`config.mk`:
```
export PLATFORM = sky130hd
export DESIGN_NAME = pipeline_hazard_detector_unit
export DESIGN_NICKNAME = d
export VERILOG_FILES = /design/src/hw/rtl/phd_pkg.sv /design/src/hw/rtl/phd_front.sv /design/src/hw/rtl/phd_queue.sv /design/src/hw/rtl/phd_back.sv /design/src/hw/rtl/pipeline_hazard_detector_unit.sv
export SDC_FILE = /design/constraint.sdc
export NUM_CORES = 1
export LEC_CHECK = 0
export BUFFER_PORTS_ARGS = -buffer_cell sky130_fd_sc_hd__buf_2
export CORE_ASPECT_RATIO = 1.5
export CORE_UTILIZATION = 61
export DETAILED_ROUTE_END_ITERATION = 8
export PLACE_DENSITY = 0.76
export SYNTH_ARGS = -nofsm -noshare
export SYNTH_HDL_FRONTEND = slang
export SYNTH_SLANG_ARGS = --single-unit
```
`constraint.sdc`:
```
create_clock -name clk -period 6.8 [get_ports clk]
set_input_delay 1.36 -clock clk [delete_from_list [all_inputs] [get_ports clk]]
set_output_delay 1.36 -clock clk [all_outputs]
set_load 0.01 [all_outputs]
```
`src/hw/rtl/phd_pkg.sv`:
```
package phd_pkg;

	localparam int REG_W  = 5;
	localparam int NUM_W  = 10;
	localparam int FLOW_W = 2;
	localparam int CNT_W  = 24;

	localparam logic [CNT_W-1:0] CNT_MAX   = {CNT_W{1'b1}};
	localparam logic [CNT_W-1:0] CYC_RESET = CNT_W'(4);

	// instruction flow kinds; the unused code behaves as sequential
	localparam logic [FLOW_W-1:0] FLOW_SEQ    = 2'd0;
	localparam logic [FLOW_W-1:0] FLOW_BRANCH = 2'd1;
	localparam logic [FLOW_W-1:0] FLOW_JUMP   = 2'd2;

	// control hazard class of a judged instruction
	localparam logic [1:0] CTRL_NONE   = 2'd0;
	localparam logic [1:0] CTRL_BRANCH = 2'd1;
	localparam logic [1:0] CTRL_JUMP   = 2'd2;

	localparam logic KIND_CTRL = 1'b0;
	localparam logic KIND_DATA = 1'b1;

	localparam logic [1:0] REM_FLUSH3 = 2'd0;
	localparam logic [1:0] REM_FLUSH1 = 2'd1;
	localparam logic [1:0] REM_STALL  = 2'd2;
	localparam logic [1:0] REM_FWD    = 2'd3;

	localparam int QDEPTH = 2;
	localparam int QPTR_W = $clog2(QDEPTH);
	localparam int QCNT_W = $clog2(QDEPTH + 1);

	typedef struct packed {
		logic              writes_reg;
		logic [REG_W-1:0]  dest_reg;
		logic              src_a_used;
		logic [REG_W-1:0]  src_a_reg;
		logic              src_b_used;
		logic [REG_W-1:0]  src_b_reg;
		logic              is_load;
		logic              is_store;
		logic [FLOW_W-1:0] flow_kind;
		logic [NUM_W-1:0]  instr_number;
	} entry_t;

	// one judged instruction, already classified
	typedef struct packed {
		logic             valid;
		logic [1:0]       ctrl;
		logic [NUM_W-1:0] e_num;
		logic             da;      // dependence on the next instruction
		logic [NUM_W-1:0] da_num;
		logic             load;
		logic             db;      // dependence on the second-next instruction
		logic [NUM_W-1:0] db_num;
	} judge_t;

	typedef struct packed {
		judge_t j1;
		judge_t j2;
		logic   last;
	} rec_t;

	typedef struct packed {
		logic [CNT_W-1:0] hazard_number;
		logic             hazard_kind;
		logic [NUM_W-1:0] victim_number;
		logic [CNT_W-1:0] clock_cycle;
		logic [1:0]       remedy;
		logic             last_in_run;
	} res_t;

endpackage

```
`src/hw/rtl/phd_front.sv`:
```
module phd_front import phd_pkg::*; (
	input  logic   clk,
	input  logic   arst_n,
	input  logic   in_valid,
	output logic   in_ready,
	input  entry_t in_item,
	input  logic   in_last,
	input  logic   q_full,
	output logic   push,
	output rec_t   push_rec
);

	entry_t     w0_q;
	entry_t     w1_q;
	logic [1:0] fill_q;
	logic       accept;
	entry_t     j2_e;

	function automatic logic reads(input entry_t f, input logic [REG_W-1:0] r);
		reads = (f.src_a_used && f.src_a_reg == r) || (f.src_b_used && f.src_b_reg == r);
	endfunction

	function automatic judge_t judge(input entry_t e, input entry_t f1, input entry_t f2,
			input logic has_f2, input logic vld);
		judge_t j;
		j.valid  = vld;
		j.ctrl   = CTRL_NONE;
		if (!e.writes_reg && !e.is_store) begin
			if (e.flow_kind == FLOW_BRANCH)
				j.ctrl = CTRL_BRANCH;
			else if (e.flow_kind == FLOW_JUMP)
				j.ctrl = CTRL_JUMP;
		end
		j.e_num  = e.instr_number;
		j.da     = e.writes_reg && reads(f1, e.dest_reg);
		j.da_num = f1.instr_number;
		j.load   = e.is_load;
		j.db     = has_f2 && e.writes_reg && reads(f2, e.dest_reg);
		j.db_num = f2.instr_number;
		judge    = j;
	endfunction

	assign in_ready = !q_full;
	assign accept   = in_valid && in_ready;

	// final pass judges the next-to-last item against the final one
	assign j2_e = (fill_q == 2'd2) ? w1_q : w0_q;

	always_comb begin
		push_rec.j1   = judge(w0_q, w1_q, in_item, 1'b1, fill_q == 2'd2);
		push_rec.j2   = judge(j2_e, in_item, in_item, 1'b0, in_last && fill_q != 2'd0);
		push_rec.last = in_last;
	end

	assign push = accept && (push_rec.j1.valid || push_rec.j2.valid);

	always_ff @(posedge clk or negedge arst_n) begin
		if (!arst_n) begin
			fill_q <= 2'd0;
		end else if (accept) begin
			if (in_last)
				fill_q <= 2'd0;
			else if (fill_q != 2'd2)
				fill_q <= fill_q + 2'd1;
		end
	end

	always_ff @(posedge clk) begin
		if (accept) begin
			if (fill_q == 2'd2) begin
				w0_q <= w1_q;
				w1_q <= in_item;
			end else if (fill_q == 2'd1) begin
				w1_q <= in_item;
			end else begin
				w0_q <= in_item;
			end
		end
	end

endmodule

```
`src/hw/rtl/phd_queue.sv`:
```
module phd_queue import phd_pkg::*; (
	input  logic clk,
	input  logic arst_n,
	input  logic push,
	input  rec_t push_rec,
	input  logic pop,
	output logic full,
	output logic head_valid,
	output rec_t head_rec
);

	rec_t              mem_q [QDEPTH];
	logic [QPTR_W-1:0] wr_ptr_q;
	logic [QPTR_W-1:0] rd_ptr_q;
	logic [QCNT_W-1:0] cnt_q;

	assign full       = cnt_q == QCNT_W'(QDEPTH);
	assign head_valid = cnt_q != '0;
	assign head_rec   = mem_q[rd_ptr_q];

	always_ff @(posedge clk or negedge arst_n) begin
		if (!arst_n) begin
			wr_ptr_q <= '0;
			rd_ptr_q <= '0;
			cnt_q    <= '0;
		end else begin
			if (push)
				wr_ptr_q <= (wr_ptr_q == QPTR_W'(QDEPTH - 1)) ? '0 : wr_ptr_q + 1'b1;
			if (pop)
				rd_ptr_q <= (rd_ptr_q == QPTR_W'(QDEPTH - 1)) ? '0 : rd_ptr_q + 1'b1;
			if (push && !pop)
				cnt_q <= cnt_q + 1'b1;
			else if (pop && !push)
				cnt_q <= cnt_q - 1'b1;
		end
	end

	always_ff @(posedge clk) begin
		if (push)
			mem_q[wr_ptr_q] <= push_rec;
	end

endmodule

```
`src/hw/rtl/phd_back.sv`:
```
module phd_back import phd_pkg::*; (
	input  logic clk,
	input  logic arst_n,
	input  logic head_valid,
	input  rec_t head_rec,
	output logic pop,
	output logic out_valid,
	input  logic out_ready,
	output res_t out_res
);

	localparam logic [1:0] PH_START = 2'd0;
	localparam logic [1:0] PH_J1B   = 2'd1;
	localparam logic [1:0] PH_J2A   = 2'd2;

	logic [1:0]       phase_q;
	logic [CNT_W-1:0] cyc_q;
	logic [CNT_W-1:0] hz_q;
	logic             out_valid_q;
	res_t             out_q;

	logic             step;
	logic             use_j1;
	judge_t           j;
	logic             j2_hz;
	logic [CNT_W-1:0] c1;
	logic [CNT_W-1:0] c_next;
	logic [2:0]       extra;
	logic             emit;
	logic             done;
	logic [1:0]       phase_next;
	res_t             res;

	function automatic logic [CNT_W-1:0] sat_add(input logic [CNT_W-1:0] a,
			input logic [2:0] b);
		logic [CNT_W:0] s;
		s = {1'b0, a} + (CNT_W + 1)'(b);
		sat_add = (s > {1'b0, CNT_MAX}) ? CNT_MAX : s[CNT_W-1:0];
	endfunction

	function automatic logic [CNT_W-1:0] sub_floor(input logic [CNT_W-1:0] a,
			input logic [1:0] k);
		sub_floor = (a > CNT_W'(k)) ? a - CNT_W'(k) : '0;
	endfunction

	assign step   = head_valid && (!out_valid_q || out_ready);
	assign use_j1 = phase_q == PH_START && head_rec.j1.valid;
	assign j      = use_j1 ? head_rec.j1 : head_rec.j2;
	assign j2_hz  = head_rec.j2.valid && (head_rec.j2.ctrl != CTRL_NONE || head_rec.j2.da);
	assign c1     = sat_add(cyc_q, 3'd1);

	always_comb begin
		case (j.ctrl)
			CTRL_BRANCH: extra = 3'd4;
			CTRL_JUMP:   extra = 3'd2;
			default:     extra = (j.da && j.load) ? 3'd2 : 3'd1;
		endcase
	end

	assign c_next = sat_add(cyc_q, extra);

	always_comb begin
		res.hazard_number = sat_add(hz_q, 3'd1);
		res.hazard_kind   = KIND_DATA;
		res.victim_number = j.da_num;
		res.clock_cycle   = sub_floor(c1, 2'd2);
		res.remedy        = j.load ? REM_STALL : REM_FWD;
		res.last_in_run   = 1'b1;
		emit              = 1'b0;
		done              = 1'b0;
		phase_next        = PH_START;
		case (phase_q)
			PH_J1B: begin
				emit              = 1'b1;
				res.victim_number = head_rec.j1.db_num;
				res.clock_cycle   = sub_floor(cyc_q, 2'd2);
				res.remedy        = REM_FWD;
				res.last_in_run   = !j2_hz;
				if (head_rec.j2.valid)
					phase_next = PH_J2A;
				else
					done = 1'b1;
			end
			default: begin
				if (j.ctrl == CTRL_BRANCH) begin
					emit              = 1'b1;
					res.hazard_kind   = KIND_CTRL;
					res.victim_number = j.e_num;
					res.clock_cycle   = sub_floor(c1, 2'd1);
					res.remedy        = REM_FLUSH3;
				end else if (j.ctrl == CTRL_JUMP) begin
					emit              = 1'b1;
					res.hazard_kind   = KIND_CTRL;
					res.victim_number = j.e_num;
					res.clock_cycle   = sub_floor(c1, 2'd3);
					res.remedy        = REM_FLUSH1;
				end else begin
					emit = j.da;
				end
				if (use_j1) begin
					res.last_in_run = !head_rec.j1.db && !j2_hz;
					if (head_rec.j1.db)
						phase_next = PH_J1B;
					else if (head_rec.j2.valid)
						phase_next = PH_J2A;
					else
						done = 1'b1;
				end else begin
					done = 1'b1;
				end
			end
		endcase
	end

	assign pop       = step && done;
	assign out_valid = out_valid_q;
	assign out_res   = out_q;

	always_ff @(posedge clk or negedge arst_n) begin
		if (!arst_n) begin
			phase_q     <= PH_START;
			cyc_q       <= CYC_RESET;
			hz_q        <= '0;
			out_valid_q <= 1'b0;
		end else begin
			if (step && emit)
				out_valid_q <= 1'b1;
			else if (out_ready)
				out_valid_q <= 1'b0;
			if (step) begin
				phase_q <= phase_next;
				if (done && head_rec.last) begin
					cyc_q <= CYC_RESET;
					hz_q  <= '0;
				end else begin
					if (phase_q != PH_J1B)
						cyc_q <= c_next;
					if (emit)
						hz_q <= res.hazard_number;
				end
			end
		end
	end

	always_ff @(posedge clk) begin
		if (step && emit)
			out_q <= res;
	end

`ifndef NO_ASSERTIONS
	a_busy_has_head: assert property (@(posedge clk) disable iff (!arst_n)
		phase_q != PH_START |-> head_valid)
		else $error("mid-record phase with empty queue");

	a_kind_remedy: assert property (@(posedge clk) disable iff (!arst_n)
		(out_valid_q && out_q.hazard_kind == KIND_CTRL) |->
		(out_q.remedy == REM_FLUSH3 || out_q.remedy == REM_FLUSH1))
		else $error("control hazard with a forwarding remedy");

	a_cycle_floor: assert property (@(posedge clk) disable iff (!arst_n)
		cyc_q >= CYC_RESET)
		else $error("cycle counter below its reset value");

	a_reset_on_last: assert property (@(posedge clk) disable iff (!arst_n)
		(pop && head_rec.last) |=> (hz_q == '0 && cyc_q == CYC_RESET))
		else $error("counters not cleared after final record");
`endif

endmodule

```
`src/hw/rtl/pipeline_hazard_detector_unit.sv`:
```
// Hazard detector for a five-stage pipeline, fed with an executed-instruction trace.
// Input stream (s_*): one request per executed instruction; s_tlast marks the
// final instruction of the trace, after which the window and both counters restart.
// Output stream (m_*): one request per detected hazard; m_tlast flags the last
// hazard caused by a given input request. An input may cause none, one, two or
// (on the final instruction) three hazards.
// Classification happens in the cycle the input is taken; records then pass a
// two-deep queue to the reporting sequencer, which takes one judged instruction
// per step, plus an extra step for a second-next dependence. While the queue has
// room, new inputs are taken while the sequencer still reports earlier records.
// From input to first output a record passes the queue, then the output register.
// A stalled m_tready holds the output register; the queue then fills and
// s_tready drops, so nothing is lost. Reset is asynchronous and empties the
// window, the queue and the output register, and sets the cycle counter to 4.
module pipeline_hazard_detector_unit import phd_pkg::*; (
	input  logic        clk,
	input  logic        arst_n,
	input  logic        s_tvalid,
	output logic        s_tready,
	// writes_reg, dest_reg, src_a_used, src_a_reg, src_b_used, src_b_reg,
	// is_load, is_store, instr_number, zero pad
	input  logic [31:0] s_tdata,
	input  logic [1:0]  s_tuser,  // flow_kind
	input  logic        s_tlast,
	output logic        m_tvalid,
	input  logic        m_tready,
	// hazard_number, victim_number, clock_cycle, remedy, zero pad
	output logic [63:0] m_tdata,
	output logic        m_tuser,  // hazard_kind
	output logic        m_tlast
);

	entry_t item;
	logic   q_full;
	logic   push;
	rec_t   push_rec;
	logic   pop;
	logic   head_valid;
	rec_t   head_rec;
	res_t   res;

	always_comb begin
		item.writes_reg   = s_tdata[0];
		item.dest_reg     = s_tdata[5:1];
		item.src_a_used   = s_tdata[6];
		item.src_a_reg    = s_tdata[11:7];
		item.src_b_used   = s_tdata[12];
		item.src_b_reg    = s_tdata[17:13];
		item.is_load      = s_tdata[18];
		item.is_store     = s_tdata[19];
		item.instr_number = s_tdata[29:20];
		item.flow_kind    = s_tuser;
	end

	phd_front u_front (
		.clk      (clk),
		.arst_n   (arst_n),
		.in_valid (s_tvalid),
		.in_ready (s_tready),
		.in_item  (item),
		.in_last  (s_tlast),
		.q_full   (q_full),
		.push     (push),
		.push_rec (push_rec)
	);

	phd_queue u_queue (
		.clk        (clk),
		.arst_n     (arst_n),
		.push       (push),
		.push_rec   (push_rec),
		.pop        (pop),
		.full       (q_full),
		.head_valid (head_valid),
		.head_rec   (head_rec)
	);

	phd_back u_back (
		.clk        (clk),
		.arst_n     (arst_n),
		.head_valid (head_valid),
		.head_rec   (head_rec),
		.pop        (pop),
		.out_valid  (m_tvalid),
		.out_ready  (m_tready),
		.out_res    (res)
	);

	assign m_tdata = {4'b0, res.remedy, res.clock_cycle, res.victim_number, res.hazard_number};
	assign m_tuser = res.hazard_kind;
	assign m_tlast = res.last_in_run;

endmodule
```
==> impl_metrics.tcl <==
set metrics [dict create \
    first_global_vias 11977 \
    place.gp.congestion 1.02 \
    maxCapViolCount 0 \
    grt_antenna_before_repair 0 \
    avgViaCountPerCell 6.45 \
    clockPowerShare_pct 19.4 \
    rrSetupSlack_ps 1400 \
    synthArstFlopShare_pct 20.8 \
    worst_pin_slew_ps 1360 \
    drtIter0Drc 885 \
    vdd_drop_max_v 0.000275 \
    crit_fanout 38 \
    cts_buffers 26 \
    postCtsSetupBuffers 0 \
    io_pins 107 \
    drc_errors 0 \
    final_hold_viol_count 0 \
    cts_tree "built" \
    wirelength_um 39500 \
    setup-violations-final 0 \
    hold_ws_ps 471 \
    synth_top_area_cell "edfxtp_1" \
    crit_type "flip-flop to flip-flop" \
    post-route-cell-area_um2 16900 \
    row_count 70 \
    hpwl_um 27600 \
    seq_power_share_pct 36.0 \
    clock-root-buffer "clkbuf_16" \
    switching_share_pct 40.8 \
    ctsHoldBuffers 0 \
    leakagePower_nw 6.48 \
    path_cells "mux2i_1 > or3_1 > buf_4 > mux4_2 > inv_1 > ha_1 > nand2b_1 > nor3_1 > nand2b_1 > inv_2 > nand2_1 > o311ai_0" \
    rr_startpoint "u_queue.rd_ptr_q" \
    rr_worst_depth 12 \
    clock-sinks 274 \
    worstPathArrival_ps 5810 \
    n_fill_cell 1869 \
    finalWorstPathRequiredPeriod_ps 5400 \
    clk_pin_slew_ps 60 \
    clk_latency_ps 550 \
    fmax_mhz 185 \
    netlist_area_um2 15400 \
    tns_ps 0 \
    hold_end "u_queue.mem_q[0][55]" \
    start_kind "flip-flop" \
    fin_skew_ps 13.5 \
    dieArea_um2 25900 \
    hold_path_depth 0 \
    netlist_instances 1458 \
    drive_above_1_share_pct 14.4 \
    required_ps 7210 \
    p_switching_w 0.00298 \
    power_density_nw_per_um2 432 \
    yosys.area.top_type_share_pct 42.3 \
    die_y_um 197 \
    syn_avg_cell_area_um2 10.6 \
    post_cts_resized 0 \
    routedWlPerCell_um 21.3 \
    syn2layout_area_growth_pct 9.70 \
    io_buffers 100 \
    yosys_most_used_dff "edfxtp_1" \
    yosysMostFrequentCell "edfxtp_1" \
    design.core.area_um2 24600 \
    ff_latch_area_um2 7950 \
    ys_seq_area_share_pct 51.5 \
    r2r-end "u_back.hz_q[8]" \
    slew_headroom_pct 8.41 \
    synth_cell_type_count 83 \
    nets 1571 \
    cp_slowest_cell "nand2_1" \
    grt_pass1_wl_um 63900 \
    firstDrtPassIters 5 \
    grt_max_degree 58 \
    drv_slew 0 \
    vias 11969 \
    antenna_left 0 \
    critical-path-max-stage-delay_ps 860 \
    grtUsageTotal_pct 31.4 \
    rsz0062_at_grt "false" \
    yosys_warnings 0 \
    insertedDiodeCount 0 \
    worstSetupEndpointType "flip-flop" \
    status "completed" \
    placed_cell_area_um2 16100 \
    p_int_w 0.00433 \
    die_x_um 132 \
    multi_input_area_um2 6880 \
    hold_path.startpoint "u_front.push_rec[56]" \
    ys_ff_latch 274 \
    cp_common_cell "nand2b_1" \
    synth_edf_count 217 \
    fin_crit_sh_pct 79.4 \
    htreeDepth 1 \
    clockBufferDepth 3 \
    initial_utilization_pct 62.6 \
    grt_overflow 0 \
    p_comb_share_pct 44.5 \
    synth_common_cells "edfxtp_1 (217), nand2_1 (164), o21ai_0 (87)" \
    min_path_type "flip-flop to flip-flop" \
    synthTopCellsByArea "edfxtp_1 (42%), dfrtp_1 (9.1%), nand2_1 (4.0%)" \
]
## layer usage
layer / up-vias / global-route usage, % / routed length (µm)
met5: - / 0 / 0
met4: 0 / 19.1 / 2360
met2: 509 / 53.9 / 19700
met3: 154 / 4.04 / 2000
met1: 5750 / 37.7 / 15400
li1: 5556 / - / -
## power by group through the flow
| stage | logic (W) | registers (W) | clock network, W |
|---|---|---|---|
| 2_1_floorplan | 0.00212 | 0.00273 | 0 |
| 3_3_place_gp | 0.00315 | 0.00264 | 0 |
| 3_5_place_dp | 0.00322 | 0.00266 | 0 |
| 4_1_cts | 0.00324 | 0.00263 | 0.00144 |
| 5_1_grt | 0.00356 | 0.00267 | 0.00150 |
| 6_report | 0.00326 | 0.00263 | 0.00142 |
## kinds of logic after synthesis
group / count (synthesis) / share of synthesized area [%]
buffers and inverters: 148 / 4.00
XOR/XNOR: 127 / 7.21
AND/OR/NAND/NOR: 516 / 17.2
other: 1 / 0.0243
flip-flops: 274 / 51.5
AO/OA/AOI/OAI: 316 / 13.5
multiplexers: 56 / 4.85
adder cells (fa/ha/maj): 20 / 1.67
## cells in the final DEF (no fill, tap or decap), drive strengths merged, types with 14 or more instances in the layout
master	netlist	layout
nor4	43	43
mux4	14	14
nor3	45	45
inv	49	50
mux2i	32	32
a22oi	14	14
buf	28	122
a21oi	58	58
clkbuf	71	34
xor2	65	65
xnor2	62	62
o22ai	21	21
o21ai	94	94
nand3	51	51
o311ai	15	15
and3	14	14
nand2	165	165
ha	19	19
dfrtp	56	56
edfxtp	217	217
a31oi	15	15
nand4	30	30
nor2	85	85
## stage by stage
stage	instances	setup slack (ps)	utilization, %	total power [W]
finish	1856	1400	68.7	0.00731
CTS	1856	1390	68.7	0.00731
detailed placement	1808	1460	65.3	0.00588
floorplan	1461	1190	-	0.00485
global route	1856	902	68.7	0.00774
global placement	1808	1610	65.3	0.00579
## worst max-delay path by stage
stage | from | endpoint | slack (ps) | depth (start not counted)
detailed placement | u_queue.rd_ptr_q | u_back.hz_q[10] | 1460 | 12
global route | u_queue.rd_ptr_q | u_back.hz_q[13] | 900 | 14
floorplan | s_tvalid | u_queue.mem_q[0][0] | 1190 | 2
global placement | u_queue.rd_ptr_q | u_back.hz_q[15] | 1610 | 14
finish | u_queue.rd_ptr_q | u_back.hz_q[8] | 1400 | 12
CTS | u_queue.rd_ptr_q | u_back.hz_q[4] | 1390 | 12
## cell type report
class	instances	area share (%)
flip-flops and latches	274	47.0
multi-input cells	1039	40.7
clock buffers	34	4.33
repair buffers	122	3.94
well taps	324	2.40
inverters	49	1.09
clock inverters	14	0.599
## sequential cells by signal, indices dropped and copies added (netlist names), 2 cells and up
name and cells:
u_back.cyc_q 24, u_queue.mem_q 104, u_front.w0_q 9, u_back.hz_q 24, u_front.fill_q 2, u_back.out_res 61, u_queue.cnt_q 2, u_front.push_rec 21
u_front.w1_q 22, u_back.phase_q 2
## worst max-delay path: cells and delay by family (launching register included)
family	cells	cell delay, ps
muxes	2	730
AOI/OAI and AO/OA	1	590
adders and majority gates	1	370
and+or+nand+nor	5	2000
DFF	1	410
buffers and inverters	3	1160
(Power assumes the default switching activity.)
